## src/sv/bbr_pkg.sv

```systemverilog
`timescale 1ns / 1ps
// ----------------------------------------------------------------------------
// bbr_pkg
// Shared widths, types, register indexes and lane helpers for the bounding
// box rescaler pipeline.
// ----------------------------------------------------------------------------
package bbr_pkg;

   // Coordinate and size width, product width for the scaling multiply
   localparam int COORD_WIDTH = 12;
   localparam int PROD_WIDTH  = 2 * COORD_WIDTH;

   // Four coordinates per box, one lane each
   localparam int LANES      = 4;
   localparam int LANE_LEFT  = 0;
   localparam int LANE_TOP   = 1;
   localparam int LANE_RIGHT = 2;
   localparam int LANE_BOTTOM = 3;

   // Configuration register indexes
   localparam int CSR_INDEX_WIDTH = 2;
   localparam logic [CSR_INDEX_WIDTH-1:0] CSR_SOURCE_WIDTH  = 2'd0;
   localparam logic [CSR_INDEX_WIDTH-1:0] CSR_SOURCE_HEIGHT = 2'd1;
   localparam logic [CSR_INDEX_WIDTH-1:0] CSR_TARGET_WIDTH  = 2'd2;
   localparam logic [CSR_INDEX_WIDTH-1:0] CSR_TARGET_HEIGHT = 2'd3;

   // Size register reset values
   localparam int RESET_SOURCE_WIDTH  = 256;
   localparam int RESET_SOURCE_HEIGHT = 192;
   localparam int RESET_TARGET_WIDTH  = 256;
   localparam int RESET_TARGET_HEIGHT = 192;

   typedef logic [COORD_WIDTH-1:0] coord_type;
   typedef logic [PROD_WIDTH-1:0]  prod_type;
   typedef coord_type [LANES-1:0]  coord_vec_type;
   typedef prod_type  [LANES-1:0]  prod_vec_type;

   // Frame sizes as seen by every pipeline stage
   typedef struct packed {
      coord_type src_w;
      coord_type src_h;
      coord_type dst_w;
      coord_type dst_h;
   } sizes_type;

   // Left and right lanes scale along x, top and bottom along y
   function automatic logic lane_is_x(input int lane);
      return (lane == LANE_LEFT) || (lane == LANE_RIGHT);
   endfunction

   function automatic coord_type lane_src(input sizes_type s, input int lane);
      return lane_is_x(lane) ? s.src_w : s.src_h;
   endfunction

   function automatic coord_type lane_dst(input sizes_type s, input int lane);
      return lane_is_x(lane) ? s.dst_w : s.dst_h;
   endfunction

endpackage

```

## src/sv/bbr_mul_stage.sv

```systemverilog
`timescale 1ns / 1ps
// ----------------------------------------------------------------------------
// bbr_mul_stage
// Clamps each coordinate to the source size minus one and multiplies it by
// the preview size. One register stage.
// ----------------------------------------------------------------------------
module bbr_mul_stage
   import bbr_pkg::*;
(
   input  logic          clock,
   input  logic          reset,
   input  logic          in_valid,
   input  coord_vec_type in_coord,
   input  sizes_type     sizes,
   output logic          out_valid,
   output prod_vec_type  out_prod
);

   logic         valid_ff;
   prod_vec_type prod_ff;
   prod_vec_type prod_in;
   coord_vec_type clamped;

   // Clamp then scale up, all four lanes side by side
   always_comb begin
      for (int lane = 0; lane < LANES; lane++) begin
         clamped[lane] = (in_coord[lane] > (lane_src(sizes, lane) - 1'b1)) ?
                         (lane_src(sizes, lane) - 1'b1) : in_coord[lane];
         prod_in[lane] = prod_type'(clamped[lane]) *
                         prod_type'(lane_dst(sizes, lane));
      end
   end

   always_ff @(posedge clock) begin
      if (reset) begin
         valid_ff <= 1'b0;
      end else begin
         valid_ff <= in_valid;
      end
   end

   always_ff @(posedge clock) begin
      prod_ff <= prod_in;
   end

   assign out_valid = valid_ff;
   assign out_prod  = prod_ff;

endmodule

```

## src/sv/bbr_div_stage.sv

```systemverilog
`timescale 1ns / 1ps
// ----------------------------------------------------------------------------
// bbr_div_stage
// One restoring division step per lane: produces one quotient bit of
// product / source size. The word holds the partial remainder in its upper
// half and the unused dividend bits, then the quotient bits, in its lower.
// ----------------------------------------------------------------------------
module bbr_div_stage
   import bbr_pkg::*;
(
   input  logic         clock,
   input  logic         reset,
   input  logic         in_valid,
   input  prod_vec_type in_word,
   input  sizes_type    sizes,
   output logic         out_valid,
   output prod_vec_type out_word
);

   logic         valid_ff;
   prod_vec_type word_ff;
   prod_vec_type word_in;

   // Shift in the next dividend bit, subtract the divisor where it fits
   function automatic prod_type div_step(input prod_type word, input coord_type d);
      logic [COORD_WIDTH:0]   trial;
      logic [COORD_WIDTH:0]   diff;
      logic                   fits;
      coord_type              rem;
      trial = {word[PROD_WIDTH-1:COORD_WIDTH], word[COORD_WIDTH-1]};
      diff  = trial - {1'b0, d};
      fits  = (trial >= {1'b0, d});
      rem   = fits ? diff[COORD_WIDTH-1:0] : trial[COORD_WIDTH-1:0];
      return {rem, word[COORD_WIDTH-2:0], fits};
   endfunction

   always_comb begin
      for (int lane = 0; lane < LANES; lane++) begin
         word_in[lane] = div_step(in_word[lane], lane_src(sizes, lane));
      end
   end

   always_ff @(posedge clock) begin
      if (reset) begin
         valid_ff <= 1'b0;
      end else begin
         valid_ff <= in_valid;
      end
   end

   always_ff @(posedge clock) begin
      word_ff <= word_in;
   end

   assign out_valid = valid_ff;
   assign out_word  = word_ff;

endmodule

```

## src/sv/bbr_fix_stage.sv

```systemverilog
`timescale 1ns / 1ps
// ----------------------------------------------------------------------------
// bbr_fix_stage
// Clamps each quotient to the preview size minus one, forces zero when any
// size is zero, and widens an empty or inverted axis to min plus one.
// ----------------------------------------------------------------------------
module bbr_fix_stage
   import bbr_pkg::*;
(
   input  logic          clock,
   input  logic          reset,
   input  logic          in_valid,
   input  prod_vec_type  in_word,
   input  sizes_type     sizes,
   output logic          out_valid,
   output coord_vec_type out_coord
);

   logic          valid_ff;
   coord_vec_type coord_ff;
   coord_vec_type coord_in;
   coord_vec_type scaled;
   logic          sizes_ok;

   assign sizes_ok = (sizes.src_w != '0) && (sizes.src_h != '0) &&
                     (sizes.dst_w != '0) && (sizes.dst_h != '0);

   // Quotient sits in the low half of the division word
   always_comb begin
      for (int lane = 0; lane < LANES; lane++) begin
         if (!sizes_ok) begin
            scaled[lane] = '0;
         end else if (in_word[lane][COORD_WIDTH-1:0] > (lane_dst(sizes, lane) - 1'b1)) begin
            scaled[lane] = lane_dst(sizes, lane) - 1'b1;
         end else begin
            scaled[lane] = in_word[lane][COORD_WIDTH-1:0];
         end
      end
   end

   // Max corner at least one above min on each axis
   always_comb begin
      coord_in = scaled;
      if (scaled[LANE_RIGHT] <= scaled[LANE_LEFT]) begin
         coord_in[LANE_RIGHT] = scaled[LANE_LEFT] + 1'b1;
      end
      if (scaled[LANE_BOTTOM] <= scaled[LANE_TOP]) begin
         coord_in[LANE_BOTTOM] = scaled[LANE_TOP] + 1'b1;
      end
   end

   always_ff @(posedge clock) begin
      if (reset) begin
         valid_ff <= 1'b0;
      end else begin
         valid_ff <= in_valid;
      end
   end

   always_ff @(posedge clock) begin
      coord_ff <= coord_in;
   end

   assign out_valid = valid_ff;
   assign out_coord = coord_ff;

endmodule

```

## src/sv/bounding_box_rescaler.sv

```systemverilog
`timescale 1ns / 1ps
// ----------------------------------------------------------------------------
// bounding_box_rescaler
// Maps a source-frame bounding box into preview coordinates set by four
// size registers, one box per clock.
// ----------------------------------------------------------------------------
// A box is taken on every cycle with start high; busy never rises. Each
// result appears on the rsp_ ports for one cycle with rsp_valid high, in
// order. The path is one multiply stage, then one restoring division
// stage per quotient bit, then a clamp and fixup stage.
// The receiver cannot stall, so every result must be taken as it comes.
// Size registers must only be written while no box is in flight.
// ----------------------------------------------------------------------------
module bounding_box_rescaler
   import bbr_pkg::*;
(
   input  logic                       clock,
   input  logic                       reset,
   // box input
   input  logic                       start,
   output logic                       busy,
   input  coord_type                  req_src_left,
   input  coord_type                  req_src_top,
   input  coord_type                  req_src_right,
   input  coord_type                  req_src_bottom,
   // result output
   output logic                       rsp_valid,
   output coord_type                  rsp_dst_left,
   output coord_type                  rsp_dst_top,
   output coord_type                  rsp_dst_right,
   output coord_type                  rsp_dst_bottom,
   // size registers
   input  logic                       csr_valid,
   output logic                       csr_ready,
   input  logic [CSR_INDEX_WIDTH-1:0] csr_index,
   input  coord_type                  csr_data
);

   sizes_type     sizes_ff;
   sizes_type     sizes_in;
   coord_vec_type req_coord;
   coord_vec_type rsp_coord;
   logic          accept;
   logic          fix_valid;
   logic          div_valid [0:COORD_WIDTH];
   prod_vec_type  div_word  [0:COORD_WIDTH];

   // Pipeline never stalls
   assign busy      = 1'b0;
   assign csr_ready = 1'b1;
   assign accept    = start & ~busy;

   // Size register writes
   always_comb begin
      sizes_in = sizes_ff;
      if (csr_valid && csr_ready) begin
         unique case (csr_index)
            CSR_SOURCE_WIDTH:  sizes_in.src_w = csr_data;
            CSR_SOURCE_HEIGHT: sizes_in.src_h = csr_data;
            CSR_TARGET_WIDTH:  sizes_in.dst_w = csr_data;
            CSR_TARGET_HEIGHT: sizes_in.dst_h = csr_data;
            default:           sizes_in = sizes_ff;
         endcase
      end
   end

   always_ff @(posedge clock) begin
      if (reset) begin
         sizes_ff.src_w <= coord_type'(RESET_SOURCE_WIDTH);
         sizes_ff.src_h <= coord_type'(RESET_SOURCE_HEIGHT);
         sizes_ff.dst_w <= coord_type'(RESET_TARGET_WIDTH);
         sizes_ff.dst_h <= coord_type'(RESET_TARGET_HEIGHT);
      end else begin
         sizes_ff <= sizes_in;
      end
   end

   // Gather the box into lanes
   always_comb begin
      req_coord[LANE_LEFT]   = req_src_left;
      req_coord[LANE_TOP]    = req_src_top;
      req_coord[LANE_RIGHT]  = req_src_right;
      req_coord[LANE_BOTTOM] = req_src_bottom;
   end

   // Clamp and multiply
   bbr_mul_stage u_mul (
      .clock     (clock),
      .reset     (reset),
      .in_valid  (accept),
      .in_coord  (req_coord),
      .sizes     (sizes_ff),
      .out_valid (div_valid[0]),
      .out_prod  (div_word[0])
   );

   // Division chain, one quotient bit per stage
   for (genvar s = 0; s < COORD_WIDTH; s++) begin : g_div
      bbr_div_stage u_div (
         .clock     (clock),
         .reset     (reset),
         .in_valid  (div_valid[s]),
         .in_word   (div_word[s]),
         .sizes     (sizes_ff),
         .out_valid (div_valid[s+1]),
         .out_word  (div_word[s+1])
      );
   end

   // Clamp to preview and fix empty axes
   bbr_fix_stage u_fix (
      .clock     (clock),
      .reset     (reset),
      .in_valid  (div_valid[COORD_WIDTH]),
      .in_word   (div_word[COORD_WIDTH]),
      .sizes     (sizes_ff),
      .out_valid (fix_valid),
      .out_coord (rsp_coord)
   );

   assign rsp_valid      = fix_valid;
   assign rsp_dst_left   = rsp_coord[LANE_LEFT];
   assign rsp_dst_top    = rsp_coord[LANE_TOP];
   assign rsp_dst_right  = rsp_coord[LANE_RIGHT];
   assign rsp_dst_bottom = rsp_coord[LANE_BOTTOM];

endmodule
```

## config.mk

```make
export PLATFORM = sky130hd
export DESIGN_NAME = bounding_box_rescaler
export DESIGN_NICKNAME = d
export VERILOG_FILES = /design/src/sv/bbr_pkg.sv /design/src/sv/bbr_mul_stage.sv /design/src/sv/bbr_div_stage.sv /design/src/sv/bbr_fix_stage.sv /design/src/sv/bounding_box_rescaler.sv
export SDC_FILE = /design/constraint.sdc
export NUM_CORES = 2
export LEC_CHECK = 0
export BUFFER_PORTS_ARGS = -buffer_cell sky130_fd_sc_hd__buf_2
export CAP_MARGIN = 10
export CORE_MARGIN = 8
export CORE_UTILIZATION = 40
export CTS_CLUSTER_DIAMETER = 80
export DETAILED_ROUTE_END_ITERATION = 6
export SLEW_MARGIN = 25
export SYNTH_ARGS = -nofsm -noshare
export SYNTH_HDL_FRONTEND = slang
export SYNTH_SLANG_ARGS = --single-unit
```

## constraint.sdc

```tcl
create_clock -name clock -period 9.6 [get_ports clock]
set_input_delay 0.48 -clock clock [delete_from_list [all_inputs] [get_ports clock]]
set_output_delay 0.48 -clock clock [all_outputs]
set_load 0.005 [all_outputs]
```

# After elaboration in Yosys (flattened, before gate mapping)
# Cells that the tools add are included.
[op_classes]
addsub = 50
mul = 4
magnitude_cmp = 58
n_eq_ne = 3
n_mux = 58
reduce_logical = 12
[op_table]
columns = ["op", "n"]
rows = [
  ["12-bit 2-to-1 mux", 58],
  ["13-bit by 12-bit greater-or-equal comparator with 1-bit output", 48],
  ["12-bit subtractor", 44],
  ["12-bit greater-than comparator", 8],
  ["12-bit by 12-bit multiplier with 24-bit output", 4],
  ["12-bit nonzero test", 4],
  ["12-bit by 1-bit subtractor with 12-bit output (second input constant)", 4],
  ["12-bit by 1-bit adder with 12-bit output (second input constant)", 2],
  ["12-bit less-or-equal comparator", 2],
  ["2-bit AND reduction", 4],
  ["2-bit == test (second input constant)", 2],
  ["1-bit logical AND", 3],
  ["2-bit by 1-bit == test with 1-bit output (second input constant)", 1],
  ["2-bit logical NOT", 1],
]
[word_totals]
reg_bits = 1310
out_inout_bits = 51

# Longest topological paths before layout
[logic_depth]
depth_word = 7
depth_mapped = 37

# Cells and area by module
# Synthesis repeated with hierarchy kept, for this count alone.
[unflattened]
cells_unflattened = 9117
area_unflattened_um2 = 89956.3
[by_module_without_submodules]
columns = ["mod", "n_inst", "cells_per_inst", "area_each_um2"]
rows = [
  ["bbr_div_stage (g_div[0].u_div ...)", 11, 473, 4962.3],
  ["bbr_mul_stage", 1, 2612, 23241.0],
  ["bbr_fix_stage", 1, 624, 5211.2],
  ["bbr_div_stage (g_div[5].u_div)", 1, 496, 4967.3],
  ["bounding_box_rescaler", 1, 182, 1951.9],
]

# Worst setup path after synthesis
# Ideal clock, no wire load.
[synth_path]
path_type = "flip-flop to flip-flop"
start = "register sizes_ff[37] (netlist name)"
end = "register u_mul.prod_ff (netlist bit u_mul.out_prod[70])"
setup_time_ps = 127
arrival_time_ps = 9445
path_slack_ps = 28
stages_incl_launch_ff = 35
path_buffers = 2
cell_sequence = "dfxtp_1 inv_1 ha_1 nor3b_1 nand3_1 xnor2_1 inv_1 ha_1 and3_1 nand3_1 o21ai_0 o41ai_1 a21oi_1 buf_2 mux2_2 buf_2 nand2_1 fa_1 fa_1 inv_1 fa_1 fa_1 inv_1 fa_1 inv_1 ha_1 o21a_1 o31ai_1 a21oi_1 o41ai_1 o21ai_0 or4_1 a31oi_1 o21ai_0 xor2_1"
[synth_rtl]
columns = ["item", "line_no", "source"]
rows = [
  ["start, declared", "bounding_box_rescaler.sv:39", "sizes_type sizes_ff;"],
  ["start signal, assigned", "bounding_box_rescaler.sv:74", "sizes_ff <= sizes_in;"],
  ["end signal, assigned", "bbr_mul_stage.sv:43", "prod_ff <= prod_in;"],
  ["end, declared", "bbr_mul_stage.sv:20", "prod_vec_type prod_ff;"],
]

==> results.py <==
metrics = {
    "placed_design": {
        "place_hpwl_um": 149000,
        "gp_congestion": 0.8905,
        "dpl-instance-area_um2": 84920,
        "dp_slack_ns": 0.4929,
        "place_inst": 11150,
        "numPortBuffers": 114,
    },
    "power_and_ir_drop": {
        "power_density_nw_per_um2": 349.4,
        "p_leak_nw": 41.64,
        "total_power_mw": 31.51,
        "peakVddDrop_mv": 0.2032,
    },
    "setup_path": {
        "required_ns": 10.32,
        "arrival_ns": 9.87,
        "cp_slowest_cell": "or4_1",
        "path_delay_family": "compound AO/OA/AOI/OAI gates",
        "worstSetupEndpointType": "register",
        "worst_path_largest_cell_delay_ns": 0.61,
        "crit_buf_inv": 4,
        "start_kind": "register",
        "cp_max_fo": 12,
        "crit_top_cell": "fa_1",
        "crit_type": "register to register",
    },
    "layout": {
        "final_cells": 11430,
        "nets": 10080,
        "drive_above_1_share_pct": 10.84,
        "multiInputGateArea_um2": 50240,
        "seqCellArea_um2": 26230,
        "stdcell_area_um2": 90200,
        "syn2layout_area_growth_pct": 11.16,
        "nFillCells": 19160,
    },
    "timing": {
        "worst_pin_slew_ns": 1.054,
        "tns_ns": 0,
        "max_slew_margin_pct": 29.71,
        "maxClockFrequency_ghz": 0.1093,
        "fin_skew_ns": 0.05321,
        "setup_slack_ns": 0.4537,
        "drv_slew": 0,
        "period_minus_slack_ns": 9.146,
        "setup_viol": 0,
        "period_share_pct": 95.27,
        "finalHoldViolCount": 0,
    },
    "floorplan": {
        "die_w_um": 466.4,
        "die_h_um": 466.4,
        "start_util_pct": 40.19,
        "fp-row-count": 165,
        "core_area_um2": 201900,
        "dieArea_um2": 217500,
        "ios": 117,
    },
    "synth": {
        "synth_edf_count": 0,
        "netlist_instances": 8485,
        "async_flop_share_pct": 0,
        "yosys.area.top_type": "dfxtp_1",
        "synthTopCellsByArea": "dfxtp_1 32%, ha_1 15%, fa_1 11%, mux2_2 5.6%, inv_1 4.9%",
        "netlist.area_leader.share_pct": 32.32,
        "synth_cell_type_count": 72,
        "synthesis.nets": 9938,
        "synth_seq_cells": 1310,
        "syn_area_um2": 81140,
        "synthTopCellsByCount": "1310 x dfxtp_1, 1052 x inv_1, 943 x ha_1",
        "yosys.cell_count.top_type": "dfxtp_1",
        "ys_seq_area_share_pct": 32.32,
        "synthFlopType": "dfxtp_1",
        "ys_warn_count": 0,
        "synth_area_per_cell_um2": 9.563,
    },
    "cts": {
        "cts_tree": "yes",
        "clkLatencyLatePin_ns": 0.80,
        "clk_pin_slew_ns": 0.06,
        "clkSinkCount": 1310,
        "root_buffer": "clkbuf_16",
        "cts_max_level": 4,
        "post_cts_buffers": 0,
        "max-clock-path-buffers": 3,
        "cts_inserted_buffers": 145,
    },
    "grt": {
        "grt_pass1_vias": 59260,
        "grt_max_degree": 63,
        "grtUsageTotal_pct": 18.07,
        "grt_antenna_before_repair": 11,
        "grt_pass1_wl_um": 319300,
        "gr-total-overflow": 0,
    },
    "job": {
        "max_cap_violations": 0,
    },
    "drt": {
        "drc": 0,
        "drtIter0Drc": 3109,
        "vias": 58540,
        "wirelength_um": 200500,
        "drt-pass1-iter-count": 7,
        "ant_nets": 0,
        "vias_per_cell": 5.123,
        "detail_route.wl_per_cell_um": 17.55,
    },
    "worst_hold_path": {
        "min_path_type": "primary input to register",
    },
    "run_status": {
        "run_status": "completed",
    },
}
## sequential cells by signal, indices dropped and copies added, names as in the netlist
| signal | flops |
|---|---|
| u_fix.out_coord | 48 |
| g_div.u_div.out_valid | 12 |
| sizes_ff | 48 |
| g_div.u_div.out_word | 1104 |
| u_fix.out_valid | 1 |
| u_mul.out_prod | 96 |
| u_mul.out_valid | 1 |
## final timing paths
check                                       from                              endpoint  slack (ns)  depth (start not counted)
max                    sizes_ff[36]$_SDFFE_PP0P_            u_mul.out_prod[23]$_DFF_P_        0.45                         32
min                                 csr_data[10]             sizes_ff[10]$_SDFFE_PP0P_         0.1                          3
min reg2reg  g_div[9].u_div.out_word[28]$_DFF_P_  g_div[10].u_div.out_word[29]$_DFF_P_        0.31                          0
max reg2reg            sizes_ff[36]$_SDFFE_PP0P_            u_mul.out_prod[23]$_DFF_P_        0.45                         32
## metrics by stage
stage,utilization (%),hold WS [ns]
after global routing,44.67,0.06277
after detailed placement,42.06,0.3121
final,44.67,0.09560
after global placement,42.02,0.3096
after floorplan,-,0.3096
after CTS,44.63,0.003579
## kinds of logic after synthesis
logic type | count (synthesis) | synth area share [%]
AOI/OAI and AO/OA | 1258 | 9.821
xor gates and xnor gates | 449 | 4.846
adders and majority gates | 1387 | 25.49
buffers and inverters | 1257 | 6.024
DFF | 1310 | 32.32
muxes | 571 | 7.745
other | 2 | 0.009255
and+or+nand+nor | 2251 | 13.74
## final cells by class
type / instances / share of cell area [%]
tap: 2672 / 3.706
clock inverter: 98 / 1.547
sequential: 1310 / 29.08
clock buffer: 167 / 4.192
inverter: 1052 / 4.378
timing repair buffer: 203 / 1.376
antenna: 7 / 0.01942
multi-input combinational: 5918 / 55.70
## timing repair
| action | in CTS | in global routing |
|---|---|---|
| hold buffers | 1 | 0 |
| gates resized for setup | 0 | 3 |
| endpoints found under the hold margin | 1 | 0 |
| setup endpoints to repair | 0 | 2 |
## worst min-delay path, stage by stage
cell	delay, ns
buf_2	0.20
nand2_1	0.09
a21oi_1	0.05
## report_power, final
group | internal (mW) | switching (mW) | leakage [nW]
Combinational | 7.84 | 8.86 | 28.2
Clock | 3.48 | 2.42 | 2.49
Sequential | 7.83 | 1.09 | 10.9
Total | 19.1 | 12.4 | 41.6
## metal layers
layer | share of wire, % | track usage, %
met1 | 46 | 23.96
met2 | 45 | 29.55
met3 | 5.0 | 3.246
met4 | 3.5 | 6.498
met5 | 0 | 0
## placed cells by master, fill, tap and decap left out, types with 15 or more instances in the layout
cell type | synthesis | layout
a2111oi_0 | 45 | 45
a211oi_1 | 69 | 68
a21boi_0 | 45 | 45
a21o_1 | 139 | 139
a21oi_1 | 366 | 364
a31oi_1 | 54 | 53
and2_1 | 279 | 279
and3_1 | 50 | 50
buf_2 | 28 | 114
buf_4 | 6 | 88
bufinv_16 | 0 | 21
clkbuf_1 | 151 | 15
clkbuf_16 | 0 | 145
clkinv_2 | 0 | 26
clkinvlp_4 | 0 | 16
dfxtp_1 | 1310 | 1306
fa_1 | 444 | 444
ha_1 | 943 | 943
inv_1 | 1052 | 1050
mux2_2 | 401 | 401
mux2i_1 | 155 | 155
nand2_1 | 748 | 748
nand2b_1 | 65 | 65
nand3_1 | 48 | 48
nand4_1 | 164 | 164
nor2_1 | 359 | 359
nor2b_1 | 173 | 173
nor3_1 | 160 | 160
nor4_1 | 54 | 54
o2111ai_1 | 46 | 46
o21a_1 | 73 | 73
o21ai_0 | 266 | 228
o21ai_2 | 0 | 35
o21bai_1 | 47 | 47
o31ai_1 | 46 | 46
or2_2 | 20 | 20
or3_1 | 82 | 82
xnor2_1 | 329 | 329
xor2_1 | 120 | 120
(Power assumes the default switching activity.)
